[src/pfc_pkg.sv]
// Shared types and constants for the PRBS frame checker.
`default_nettype none
package pfc_pkg;

  localparam int DATA_BITS      = 64;
  localparam int NARROW_BITS    = 32;
  localparam int SEQ_BITS       = 32;
  localparam int VB_BITS        = 4;
  localparam int IN_USER_BITS   = VB_BITS + 1;
  localparam int STATUS_BITS    = 3;
  localparam int OUT_FIELD_BITS = 32;
  localparam int OUT_DATA_BITS  = 136;
  localparam int CFG_INDEX_BITS = 2;

  localparam logic [DATA_BITS-1:0] TAP_MASK_RESET = 64'h0000_0000_8000_0046;
  localparam logic [VB_BITS-1:0]   BYTES_NARROW   = 4'd4;
  localparam logic [VB_BITS-1:0]   BYTES_WIDE     = 4'd8;
  localparam logic [SEQ_BITS:0]    MIN_WORDS      = 33'd3;

  typedef enum logic [STATUS_BITS-1:0] {
    ST_OK        = 3'd0,
    ST_FRAME_ERR = 3'd1,
    ST_SIZE      = 3'd2,
    ST_HEADER    = 3'd3,
    ST_PAYLOAD   = 3'd4
  } status_t;

  localparam logic [CFG_INDEX_BITS-1:0] CFG_WIDE_WORDS    = 2'd0;
  localparam logic [CFG_INDEX_BITS-1:0] CFG_TAP_MASK      = 2'd1;
  localparam logic [CFG_INDEX_BITS-1:0] CFG_CHECK_PAYLOAD = 2'd2;

endpackage
`default_nettype wire

[src/pfc_lfsr.sv]
// One-step LFSR advance with tap mask and word-width select.
`default_nettype none
module pfc_lfsr #(
  parameter int W = 64
) (
  input  wire logic [W-1:0] value,
  input  wire logic [W-1:0] taps,
  input  wire logic         wide,
  output logic      [W-1:0] next_value
);
  import pfc_pkg::*;

  logic [W-1:0] width_mask;
  logic         feedback;

  always_comb begin
    width_mask = wide ? {W{1'b1}} : W'({NARROW_BITS{1'b1}});
    feedback   = ^(value & taps & width_mask);
    next_value = {value[W-2:0], feedback} & width_mask;
  end

endmodule
`default_nettype wire

[config.mk]
export PLATFORM = sky130hd
export DESIGN_NAME = pfc_lfsr
export DESIGN_NICKNAME = d
export VERILOG_FILES = /design/src/pfc_pkg.sv /design/src/pfc_lfsr.sv
export SDC_FILE = /design/constraint.sdc
export NUM_CORES = 1
export LEC_CHECK = 0
export ABC_CLOCK_PERIOD_IN_PS = 9100
export BUFFER_PORTS_ARGS = -buffer_cell sky130_fd_sc_hd__buf_2
export CORE_AREA = 5 5 73 75
export DETAILED_ROUTE_END_ITERATION = 12
export DIE_AREA = 0 0 78 80
export GPL_TIMING_DRIVEN = 0
export PLACE_DENSITY = 0.89
export SLEW_MARGIN = 20
export SYNTH_ARGS = -nofsm -noshare
export SYNTH_HDL_FRONTEND = slang
export SYNTH_SLANG_ARGS = --single-unit
[constraint.sdc]
create_clock -name vclk -period 9.1
set_input_delay 2.275 -clock vclk [all_inputs]
set_output_delay 2.275 -clock vclk [all_outputs]
set_load 0.1 [all_outputs]
==> results.md, run 1 <==
* Outcome: finished clean
* Leak pwr at 1.37 nW
* Drc violations at 0
* Gr usage total at about 14%
* Worst hold path class: in -> out
* # Post-CTS Setup Buffers at 0
* DIE AREA at 6240 µm²
* Gate power share at 100.0%
* Yosys top cell by area: xnor2_1
* Yosys cell types at 10
* Critical setup path kind: in -> out
* Layout cells sized above 1 at 59.4%
* Tmin final at around 6.7 ns
* Maxcap violations at 0
* Non-Filler Instances at roughly 440
* Placed Area at roughly 2300 µm²
* Most frequent cell after synthesis: nand2_1
* Critical-path top delay cell: xnor3_1
* Final Max Slew Viols at 0
* Max Fclk at 150 MHz
* Mean post-synth cell area at ~6.7 µm²
* 1st-pass router iterations at 4
* Crit-path cells: buf_2, nand2_1, xnor2_1, xnor3_1, xnor3_1, xnor3_1, nand2_1, xor2_1, buf_4, buf_2
* CP Max Fanout at 2
* Sw frac at approximately 68%
* PnR worst setup slack at between 2 and 2.5 ns
* Global-route wire length before repair at ~7.6 mm
* Via count at ~1800
* Sw power at roughly 0.26 mW
* Clk_buf instances at 0
* # fillers at 462
* DR iter-0 viols at 32
* Final GP Congestion at 0.868
* Final Core Density at 50.3%
* Worst vdd ir at around 0.16 mV
* Wire per inst at ~11 µm
* Post_cts resized at 0
* Vias in the first global route at approximately 1800
* Hold slack at ~5.0 ns
* Final setup fails at 0
* Core Footprint at 4600 µm²
* Seq/Total Area, Yosys at 0%
* Max transition margin at around 67%
* Die Y at about 80 µm
* Startpoint types: input port
* Top-Level Pins at around 190
* Setup TNS at 0 ns
* Critical Path RT at about 6.8 ns
* Dpl ws at between 2 and 2.5 ns
* Diodes inserted at 0
* Global route total overflow at 0
* Chip Width at around 78 µm
* Power consumption at approximately 0.38 mW
* Port buffer count at roughly 190
* CTS Hold Bufs at 0
* Num sequential at 0
* Initial core utilization at between 20 and 30%
* Final period utilization at between 70% and 80%
* DP HPWL at roughly 4.7 mm
* P_int at about 0.12 mW
* Via density at ~4
* Critical Path Most Common Cell: xnor3_1
* Yosys synthesis warning count at 0
* Mapped Cells at between 150 and 200
* Nets at ~500
* Storage cell area at 0 µm²
* Largest net degree at the start of global routing at 11
* Post-Syn Nets at between 300 and 400
* Cell Area, Synth at between 1000 and 1500 µm²
* Pwr Density at between 150 and 200 nW/µm²
* Slew of the pin with the lowest slew margin at 0.501 ns
* Clock power share at 0%
* Post-Layout Inst Area at 2310 µm²
* Yosys top cell area share at 27.4%
* Post-Route WL at approximately 5.0 mm
* Area grow syn2layout at 80.8%
* Post-synth top cells: 64 x nand2_1, 40 x xnor2_1, 32 x buf_4
* Crit. End Element: output pin
* Antenna viol nets, final at 0
* Placed instance count at between 400 and 500
* Critical path arrival at between 4 and 5 ns
* RSZ-0062 raised after global routing: no
* Top post-synthesis cells by area: xnor2_1 27%, buf_4 19%, nand2_1 19%
* Final Hold Violating Endpoints at 0
* Row count at 25
* Max incr delay on CP at between 0.4 and 0.5 ns
* Seq pwr share at 0%
* Antenna violations before repair at 0
[power by group through the flow]
| stage | Sequential, mW | Combinational, mW | Clock (mW) |
|---|---|---|---|
| final | 0 | 0.381 | 0 |
| after global routing | 0 | 0.404 | 0 |
| after CTS | 0 | 0.387 | 0 |
| after detailed placement | 0 | 0.386 | 0 |
| after global placement | 0 | 0.383 | 0 |
| after floorplan | 0 | 0.318 | 0 |
[metal layers]
| layer | vias up | part of all wire (%) | GRT usage [%] | routed length (µm) |
|---|---|---|---|---|
| li1 | 932 | - | - | - |
| met1 | 743 | 32 | 14.9 | 1610 |
| met2 | 101 | 56 | 30.0 | 2810 |
| met3 | 2 | 12 | 3.05 | 584 |
| met5 | - | 0 | 0 | 0 |
| met4 | 0 | 0.38 | 0.845 | 19 |
[worst paths after layout]
kind       from             end  slack [ns]  depth (start not counted)
min   value[30]  next_value[31]        5.05                          3
max   value[42]   next_value[0]        2.44                         10
[placed cells by master (no fill, tap or decap)]
master    netlist  layout
and2_2          1       1
nand2_2         1       1
xnor3_1         4       4
buf_4          32      32
nand2_1        64      64
xor2_1         14      14
and2_1         31      31
xnor2_2         1       1
buf_2           0     193
xnor2_1        40      40
clkbuf_1        3       3
[layout make-up]
cell class / instances / area (µm²) / area share [%]
multi-input combinational: 156 / 1030 / 44.4
timing repair buffer: 193 / 966 / 41.8
buffer: 35 / 251 / 10.9
tap: 54 / 67.6 / 2.92
[logic make-up after synthesis]
family | Yosys count | share of synthesized area [%]
xor gates and xnor gates | 59 | 45.3
buffers and inverters | 35 | 19.7
and+or+nand+nor | 97 | 35.0
[worst max-delay path: cells and delay by family]
family	cells	cell delay, ns
xor gates and xnor gates	5	1.33
buffers and inverters	3	0.61
and+or+nand+nor	2	0.17
Power figures use the tool's default switching activity.
==> run 2: changes to the inputs <==
--- a/config.mk
+++ b/config.mk
@@ -5,13 +5,13 @@
 export SDC_FILE = /design/constraint.sdc
 export NUM_CORES = 1
 export LEC_CHECK = 0
-export ABC_CLOCK_PERIOD_IN_PS = 9100
+export ABC_CLOCK_PERIOD_IN_PS = 6400
 export BUFFER_PORTS_ARGS = -buffer_cell sky130_fd_sc_hd__buf_2
-export CORE_AREA = 5 5 73 75
+export CORE_MARGIN = 5
+export CORE_UTILIZATION = 31
 export DETAILED_ROUTE_END_ITERATION = 12
-export DIE_AREA = 0 0 78 80
 export GPL_TIMING_DRIVEN = 0
-export PLACE_DENSITY = 0.89
+export PLACE_DENSITY = 0.95
 export SLEW_MARGIN = 20
 export SYNTH_ARGS = -nofsm -noshare
 export SYNTH_HDL_FRONTEND = slang
==> constraint.sdc (replaced) <==
create_clock -name vclk -period 6.4
set_input_delay 1.6 -clock vclk [all_inputs]
set_output_delay 1.6 -clock vclk [all_outputs]
set_load 0.1 [all_outputs]
==> results.md, run 2 (synthesis results as in run 1) <==
* Outcome: finished clean
* Antenna viol nets, final at 0
* Leak pwr at between 1 and 1.5 nW
* Drc violations at 0
* DP HPWL at 4.72 mm
* Most frequent cells in the layout: 193 x buf_2, 64 x nand2_1, 40 x xnor2_1, 32 x buf_4, 31 x and2_1
* Placed Area at about 2300 µm²
* Worst hold path class: in -> out
* Tmin final at 5.33 ns
* Setup TNS at 0 ns
* Die Y at approximately 74 µm
* Nets at roughly 520
* Final Hold Violating Endpoints at 0
* Slew of the pin with the lowest slew margin at roughly 0.5 ns
* Critical path arrival at 3.73 ns
* Chip Width at approximately 74 µm
* CTS Hold Bufs at 0
* Vias in the first global route at around 1800
* Global-route wire length before repair at 7.22 mm
* RSZ-0062 raised after global routing: no
* Final setup fails at 0
* Pwr Density at approximately 240 nW/µm²
* Post_cts resized at 0
* Critical Path RT at 4.80 ns
* Final GP Congestion at 0.830
* Critical setup path kind: in -> out
* Maxcap violations at 0
* Num sequential at 0
* Post-Route WL at about 5 mm
* Crit. End Element: output pin
* Final Max Slew Viols at 0
* Startpoint types: input port
* Crit-path cells: buf_2, nand2_1, xnor2_1, xnor3_1, xnor3_1, xnor3_1, nand2_1, xor2_1, buf_4, buf_2
* Most common cell after layout, fill and taps aside: buf_2
* Storage cell area at 0 µm²
* Via count at about 1800
* # fillers at between 300 and 400
* Layout cells sized above 1 at about three fifths
* Port buffer count at about 190
* PnR worst setup slack at about 1.1 ns
* Area grow syn2layout at 80.4%
* Final period utilization at between 80% and 90%
* Global route total overflow at 0
* 1st-pass router iterations at 4
* Max Fclk at approximately 190 MHz
* # Post-CTS Setup Buffers at 0
* Row count at 23
* DR iter-0 viols at 35
* Diodes inserted at 0
* Critical-path top delay cell: xnor3_1
* Critical Path Most Common Cell: xnor3_1
* Initial core utilization at a little under a third
* Largest net degree at the start of global routing at 11
* Clk_buf instances at 0
* Top-Level Pins at approximately 190
* Antenna violations before repair at 0
* Max transition margin at between 60% and 70%
* Gr usage total at approximately 16%
* DIE AREA at 5510 µm²
* Dpl ws at just over 1 ns
* Crit-path leading delay family: XOR/XNOR gates
* Worst path bufs/invs at 3
* Via density at 4.11
* Core Footprint at approximately 4000 µm²
* Post-Layout Inst Area at approximately 2300 µm²
* Final Core Density at 57.7%
* Max incr delay on CP at around 0.42 ns
* CP Max Fanout at 2
* Worst vdd ir at around 0.17 mV
* Wire per inst at 11.5 µm
## run 2: metal layers
| metal | share of wire (%) | global-route usage, % |
|---|---|---|
| met4 | 0 | 0 |
| met5 | 0 | 0 |
| met2 | 56 | 35.8 |
| met1 | 31 | 15.8 |
| met3 | 13 | 2.03 |
## run 2: worst paths after layout
kind,start,end,slack (ns),depth (start not counted)
min,value[17],next_value[18],3.70,3
max,value[42],next_value[0],1.07,10
## run 2: report_power, final
part | total (mW) | switching, mW | internal (mW) | leakage [nW]
combinational | 0.545 | 0.372 | 0.173 | 1.37
sequential | 0 | 0 | 0 | 0
clock | 0 | 0 | 0 | 0
total | 0.545 | 0.372 | 0.173 | 1.37
## run 2: layout make-up
cell class | instances | area (µm²) | share of cell area (%)
repair buffers | 193 | 966 | 41.9
well taps | 50 | 62.6 | 2.71
plain buffers | 35 | 251 | 10.9
multi-input cells | 156 | 1030 | 44.5
## run 2: metrics by stage
step | power (mW) | std cells | hold WS [ns]
after CTS | 0.550 | 434 | 3.70
after floorplan | 0.452 | 191 | 3.41
after global placement | 0.543 | 434 | 3.70
final | 0.545 | 434 | 3.70
after detailed placement | 0.549 | 434 | 3.70
after global routing | 0.573 | 434 | 3.70
==> run 3: changes to the inputs <==
--- a/config.mk
+++ b/config.mk
@@ -5,13 +5,13 @@
 export SDC_FILE = /design/constraint.sdc
 export NUM_CORES = 1
 export LEC_CHECK = 0
-export ABC_CLOCK_PERIOD_IN_PS = 6400
+export ABC_CLOCK_PERIOD_IN_PS = 4300
 export BUFFER_PORTS_ARGS = -buffer_cell sky130_fd_sc_hd__buf_2
 export CORE_MARGIN = 5
-export CORE_UTILIZATION = 31
+export CORE_UTILIZATION = 28
 export DETAILED_ROUTE_END_ITERATION = 12
 export GPL_TIMING_DRIVEN = 0
-export PLACE_DENSITY = 0.95
+export PLACE_DENSITY = 0.92
 export SLEW_MARGIN = 20
 export SYNTH_ARGS = -nofsm -noshare
 export SYNTH_HDL_FRONTEND = slang
==> constraint.sdc (replaced) <==
create_clock -name vclk -period 4.3
set_input_delay 1.075 -clock vclk [all_inputs]
set_output_delay 1.075 -clock vclk [all_outputs]
set_load 0.1 [all_outputs]
==> results.md, run 3 (synthesis results as in run 1) <==
* Wire per inst at 11.3 µm
* Slew of the pin with the lowest slew margin at a little under 0.5 ns
* Drc violations at 0
* Critical path arrival at 3.06 ns
* Leak pwr at 1.38 nW
* CP Max Fanout at 2
* Gr usage total at between 10% and 20%
* DR iter-0 viols at 17
* Launch point of the worst path: value[42]
* Crit. End Element: output pin
* Post_cts resized at 1
* Row count at 24
* Critical Path Most Common Cell: xnor3_1
* Hold slack at ~2.6 ns
* Storage cell area at 0 µm²
* Max transition margin at 67.3%
* Worst hold path class: in -> out
* Antenna viol nets, final at 0
* Port buffer count at 193
* Nets at 515
* Startpoint types: input port
* Layout cells sized above 1 at around three fifths
* Global-route wire length before repair at about 7.7 mm
* Most common cell after layout, fill and taps aside: buf_2
* Via density at around 4.2
* Post-Route WL at 4.94 mm
* Antenna violations before repair at 0
* Die Y at slightly below 80 µm
* Critical setup path kind: in -> out
* # fillers at about 410
* Final Core Density at a little over half
* Worst path bufs/invs at 3
* Met2 WL post-DR at 2.73 mm
* Diodes inserted at 0
* DR WL met3 at between 500 and 600 µm
* Global route total overflow at 0
* Critical Path RT at about 3.2 ns
* Multi-input logic area at 1030 µm²
* Core Footprint at 4380 µm²
* Max Fclk at between 200 and 250 MHz
* Maxcap violations at 0
* DP HPWL at approximately 4.7 mm
* Outcome: finished clean
* Hold Crit Start: value[15]
* Crit-path cells: buf_2, nand2_1, xnor2_1, xnor3_1, xnor3_1, xnor3_1, nand2_1, xor2_1, buf_4, buf_4
* Worst vdd ir at roughly 0.22 mV
* Max incr delay on CP at around 0.42 ns
* Most frequent cells in the layout: 192 x buf_2, 64 x nand2_1, 40 x xnor2_1, 33 x buf_4, 29 x and2_1
* Num sequential at 0
* Initial core utilization at between 20 and 30%
* Tmin final at roughly 4.1 ns
* # Post-CTS Setup Buffers at 0
* Final GP Congestion at roughly 0.83
* Final Max Slew Viols at 0
* Largest net degree at the start of global routing at 11
* Final period utilization at a little over nine tenths
* Area grow syn2layout at 81.0%
* Clk_buf instances at 0
* Pwr Density at roughly 360 nW/µm²
* Critical-path top delay cell: xnor3_1
* DIE AREA at around 6000 µm²
* Top Layer Used: met4
* Final setup fails at 0
* Top-Level Pins at a little under 200
* Power consumption at around 0.83 mW
* RSZ-0062 raised after global routing: no
* Chip Width at between 70 and 80 µm
* Via count at 1813
* Vias in the first global route at approximately 1800
* Setup TNS at 0 ns
* CTS Hold Bufs at 0
* Metal-1 WL at between 1.5 and 2 mm
* Final Hold Violating Endpoints at 0
* Crit-path leading delay family: XOR/XNOR gates
* 1st-pass router iterations at 4
## run 3: changes by cell type in the layout (fill, tap and decap cells not counted)
cell    previous run  this run
and2_1            31        29
buf_2            193       192
and2_2             1         3
buf_4             32        33
## run 3: report_power, final
| part | internal, mW | switching (mW) | leakage [nW] |
|---|---|---|---|
| Clock | 0 | 0 | 0 |
| Sequential | 0 | 0 | 0 |
| Combinational | 0.272 | 0.554 | 1.38 |
## run 3: metal layers
layer,vias up,GRT usage [%]
met5,-,0
met4,0,0.515
met3,2,3.59
met2,108,31.2
met1,773,14.6
li1,930,-
## run 3: area by class of cell
cell class | instances | share of cell area [%]
Multi-Input combinational cell | 156 | 44.5
Buffer | 35 | 10.9
Tap cell | 52 | 2.81
Timing Repair Buffer | 193 | 41.8
## run 3: stage by stage
stage	std cells	setup slack (ns)	cell area [µm²]
after global placement	436	0.0232	2310
after floorplan	191	0.209	1280
after global routing	436	0.0179	2310
final	436	0.163	2310
after detailed placement	436	-0.0282	2310
after CTS	436	0.101	2310
## run 3: worst paths after layout
path | endpoint | slack (ns) | cells past startpoint
worst max-delay path | next_value[0] | 0.16 | 10
worst min-delay path | next_value[16] | 2.65 | 3
